<file path="config.mk">
export PLATFORM = sky130hd
export DESIGN_NAME = bmnr_mapper
export DESIGN_NICKNAME = d
export VERILOG_FILES = /design/src/rtl/bmnr_mapper.sv
export SDC_FILE = /design/constraint.sdc
export NUM_CORES = 1
export LEC_CHECK = 0
export ABC_AREA = 0
export CORE_AREA = 2 2 74 76
export DETAILED_ROUTE_END_ITERATION = 6
export DIE_AREA = 0 0 76 78
export DONT_BUFFER_PORTS = 1
export PLACE_DENSITY = 0.79
export SYNTH_ARGS = -nofsm -noshare
export SYNTH_HDL_FRONTEND = slang
export SYNTH_SLANG_ARGS = --single-unit
</file>
<file path="constraint.sdc">
create_clock -name clk -period 11.6 [get_ports clk]
set_input_delay 2.32 -clock clk [delete_from_list [all_inputs] [get_ports clk]]
set_output_delay 2.32 -clock clk [all_outputs]
set_load 0.05 [all_outputs]
</file>
<file path="src/rtl/bmnr_mapper.sv">
// ----------------------------------------------------------------------------
// bmnr_mapper
// Incremental nearest-coordinate tracker: keeps q = round(d*(s-1)/(n-1)) as d
// steps up by one, with one add/subtract unit used over several cycles.
// ----------------------------------------------------------------------------
`default_nettype none
module bmnr_mapper (
    input  wire logic        clk,
    input  wire logic        rst_n,
    input  wire logic        load,     // restart at d = 0
    input  wire logic        step,     // advance d by one
    input  wire logic [12:0] s_size,
    input  wire logic [12:0] d_size,
    output logic [12:0]      coord,
    output logic             busy      // coord still catching up after a step
);
    // Invariant when idle: 2*d*(s-1) + (n-1) = coord*den + rem, 0 <= rem < den
    logic [13:0] den;
    logic [13:0] inc;
    logic [13:0] rem_reg, rem_next;
    logic [12:0] coord_reg, coord_next;
    logic        degen;

    assign degen = (s_size <= 13'd1) || (d_size <= 13'd1);
    assign den   = {d_size - 13'd1, 1'b0};
    assign inc   = {s_size - 13'd1, 1'b0};
    // One subtract per cycle until the remainder is back below den
    assign busy  = !degen && (rem_reg >= den);

    always_comb
    begin
        rem_next   = rem_reg;
        coord_next = coord_reg;
        if (load)
        begin
            rem_next   = {1'b0, d_size - 13'd1};
            coord_next = '0;
        end
        else if (busy)
        begin
            rem_next   = rem_reg - den;
            coord_next = coord_reg + 13'd1;
        end
        else if (step && !degen)
        begin
            rem_next = rem_reg + inc;
        end
    end

    always_ff @(posedge clk or negedge rst_n)
    begin
        if (!rst_n)
        begin
            rem_reg   <= '0;
            coord_reg <= '0;
        end
        else
        begin
            rem_reg   <= rem_next;
            coord_reg <= coord_next;
        end
    end

    assign coord = degen ? 13'd0 : coord_reg;
endmodule
`default_nettype wire
</file>
==> run metrics <==
switching part of the total=48.5%; Post-Synthesis Cell Area=between 3000 and 4000 sq um; total grt overflow=0; via count=2783; total CTS buffers=3; Max-slew headroom=13.5%; Fmax=around 130 MHz; RSZ-0062 raised after global routing=no; Final setup viols=0; M1 WL=between 3000 and 4000 microns; ys flop type=dfrtp_1; Cells after Synth=380; combinational family with the most area after synthesis=simple AND/OR/NAND/NOR gates; multiplexer share of the synthesized area=5.68%; nets=between 400 and 500; Worst Tran Pin Value=1300 ps; Post-CTS Setup Bufs=0; reg2reg path depth=10; Slew Viols, Final=0; Lkg Pwr=1.40 nW; VDD IR max=0.000113 V; ANT nets after route=0; CP arrival=5580 ps; core area=5040 sq um; gr usage total=25.6%; n_diodes=0; crit-path max FO=6; Vert. Die Dim=around 80 microns; P_int=around 380 uW; I/O Pins=44; Hold Path Class=flip-flop to flip-flop; Post-synth ARST share=between 90% and 100%; Startpoint Class=input pin; Final TNS setup=0 ps; Syn-to-layout area delta=3.25%; PnR worst setup slack=3700 ps; DRC=0; WHS Path Cells=1; Via density=6.23; synth unique cells=60; Worst Path Required=9280 ps; Seq/Total Area, Yosys=21.2%; GP Congestion=0.996; Bufs on Longest Clock Path=2; Max Cap Viol=0; top routing layer in use=met4; Logic pwr share=a little under three quarters; clock slew seen by the registers of the worst setup and hold paths=roughly 100 ps; minimum clock period=7900 ps; syn_nets=440; Final Hold Fails=0; I/O Buffers=0; Starting Density=63.3%; met3 WL=between 400 and 500 microns; PwrDens=222 nW/um^2; routed len/inst=16.9 microns; clk_lat worst skew=270 ps; FF+latch count, synth=27; initial antenna violation count=0; share of cells above drive strength 1=6.37%; post-synthesis compound-gate area fraction=20.3%; net switching power=355 uW; pre-CTS WS=3770 ps; first-pass GRT wire length=12300 microns; DR pass1 iterations=6; CTS tree=built; status=finished, final reports clean; # clock sinks=27; dpl hpwl=between 5000 and 6000 microns; fin crit share=68.1%; max reg flops=14; vias in the first global route=2657; smallest hold slack=525 ps; # rows=26; Die X=76 microns; htree depth=1; skew final=3.16 ps; number of synthesized flops with an enable pin=0; Iter 0 DRT Violations=189; Synth Area in Adders=12.5%; met2 WL=3730 microns; root buf cell=clkbuf_8; largest net degree at the start of global routing=32; Ys Warns=0; simple-gate portion of the synthesized area=23.1%; Power, Total=733 uW; Post-CTS Resized=0; xor/xnor cell area share of the yosys netlist=13.2%; final wirelength=7560 microns; CTS Hold Bufs=0; full die area=5930 sq um; critical path class=input pin to output port; Reg power frac=21.3%; Crit. End Element=output port; Avg Cell Area, Syn=8.40 sq um; Clock Power Share=7.7%
## worst max-delay path: stages
cell and delay [ps]:
nor3_1 350, nand2b_1 130, nor3_1 250, nand3_1 150, xor2_1 190, ha_1 380
nand2_1 130, nor4_1 430, nand2_1 90, mux2_2 270, o21ai_1 380, o21ai_2 120
inv_1 380
## through the flow
step                util, %  instance area [sq um]  std cells
floorplan                 -                   3190        380
global placement       64.4                   3250        443
detailed placement     64.4                   3250        443
CTS                    65.4                   3300        447
global route           65.4                   3300        447
finish                 65.4                   3300        447
## cell usage after synthesis, types with 3 or more instances
cell type	count	area, sq um
dfrtp_1	27	676
or2_2	4	25.0
ha_1	28	350
nor2_1	28	105
nor3_1	10	50.1
mux2_2	5	56.3
a221oi_1	6	52.6
a21o_1	8	60.1
nor4_1	5	31.3
xnor2_1	25	219
nand3_1	10	50.1
o21ai_0	11	55.1
or3_1	5	31.3
or4_1	8	60.1
nand2b_1	6	37.5
xor2_1	23	201
o21a_1	6	45.0
clkbuf_1	5	18.8
nand2_1	22	82.6
mux2i_1	11	110
o31ai_1	7	52.6
and2_1	19	119
a21oi_1	26	130
nor2b_1	7	43.8
inv_1	22	82.6
nand3b_1	3	22.5
a211oi_1	4	30.0
## kinds of logic after synthesis
logic type	after synthesis
xor gates and xnor gates	48
DFF	27
muxes	17
and+or+nand+nor	135
buffers and inverters	31
AOI/OAI and AO/OA	91
adders and majority gates	31
## cell usage in the layout, fill, tap and decap left out, types with 2 or more instances in the layout
cell type	synthesis	final
a211oi_1	4	4
a21oi_1	26	26
inv_1	22	22
nor4_1	5	5
mux2_2	5	5
or3_1	5	5
dfrtp_1	27	27
nand4_1	2	2
nand2b_1	6	6
o21ai_0	11	11
o211ai_1	2	2
xnor2_1	25	25
a221oi_1	6	6
o221ai_1	2	2
nor2b_1	7	7
xor2_1	23	23
ha_1	28	28
nor3_1	10	10
a21o_1	8	8
o21a_1	6	6
nand2_1	22	22
mux2i_1	11	11
and2_1	19	19
fa_1	2	2
or2_2	4	4
or4_1	8	8
buf_4	1	2
nand3b_1	3	3
a221oi_2	2	2
clkbuf_8	0	3
o31ai_1	7	7
nand3_1	10	10
nor2_1	28	28
## final timing paths
kind	from	end	slack (ps)
setup reg to reg	rem_reg[3]	coord_reg[9]	8200
hold reg to reg	rem_reg[0]	rem_reg[0]	520
setup / recovery	d_size[7]	busy	3700
min in group asynchronous	rst_n	rem_reg[0]	1720
max in group asynchronous	rst_n	rem_reg[7]	9800
hold / removal	rem_reg[0]	rem_reg[0]	520
## final cells by class
| class | count | area, sq um |
|---|---|---|
| repair buffers | 2 | 15.0 |
| inverters | 22 | 82.6 |
| multi-input cells | 322 | 2390 |
| clock buffers | 3 | 41.3 |
| clock inverters | 1 | 7.51 |
| well taps | 70 | 87.6 |
| flip-flops and latches | 27 | 676 |
| fillers | 455 | 1750 |
## per-layer routing
layer  up-vias  GRT usage (%)
li1       1368              -
met1      1323           30.6
met2        82           46.8
met3        10           4.07
met4         0           8.91
met5         -              0
## power groups by stage
stage          clock network (mW)  registers [mW]  logic [mW]
2_1_floorplan                   0           0.141       0.444
3_3_place_gp                    0           0.156       0.500
3_5_place_dp                    0           0.156       0.511
4_1_cts                    0.0580           0.155       0.515
5_1_grt                    0.0618           0.160       0.574
6_report                   0.0567           0.156       0.521
No activity file was read; power rests on OpenSTA's default activity.
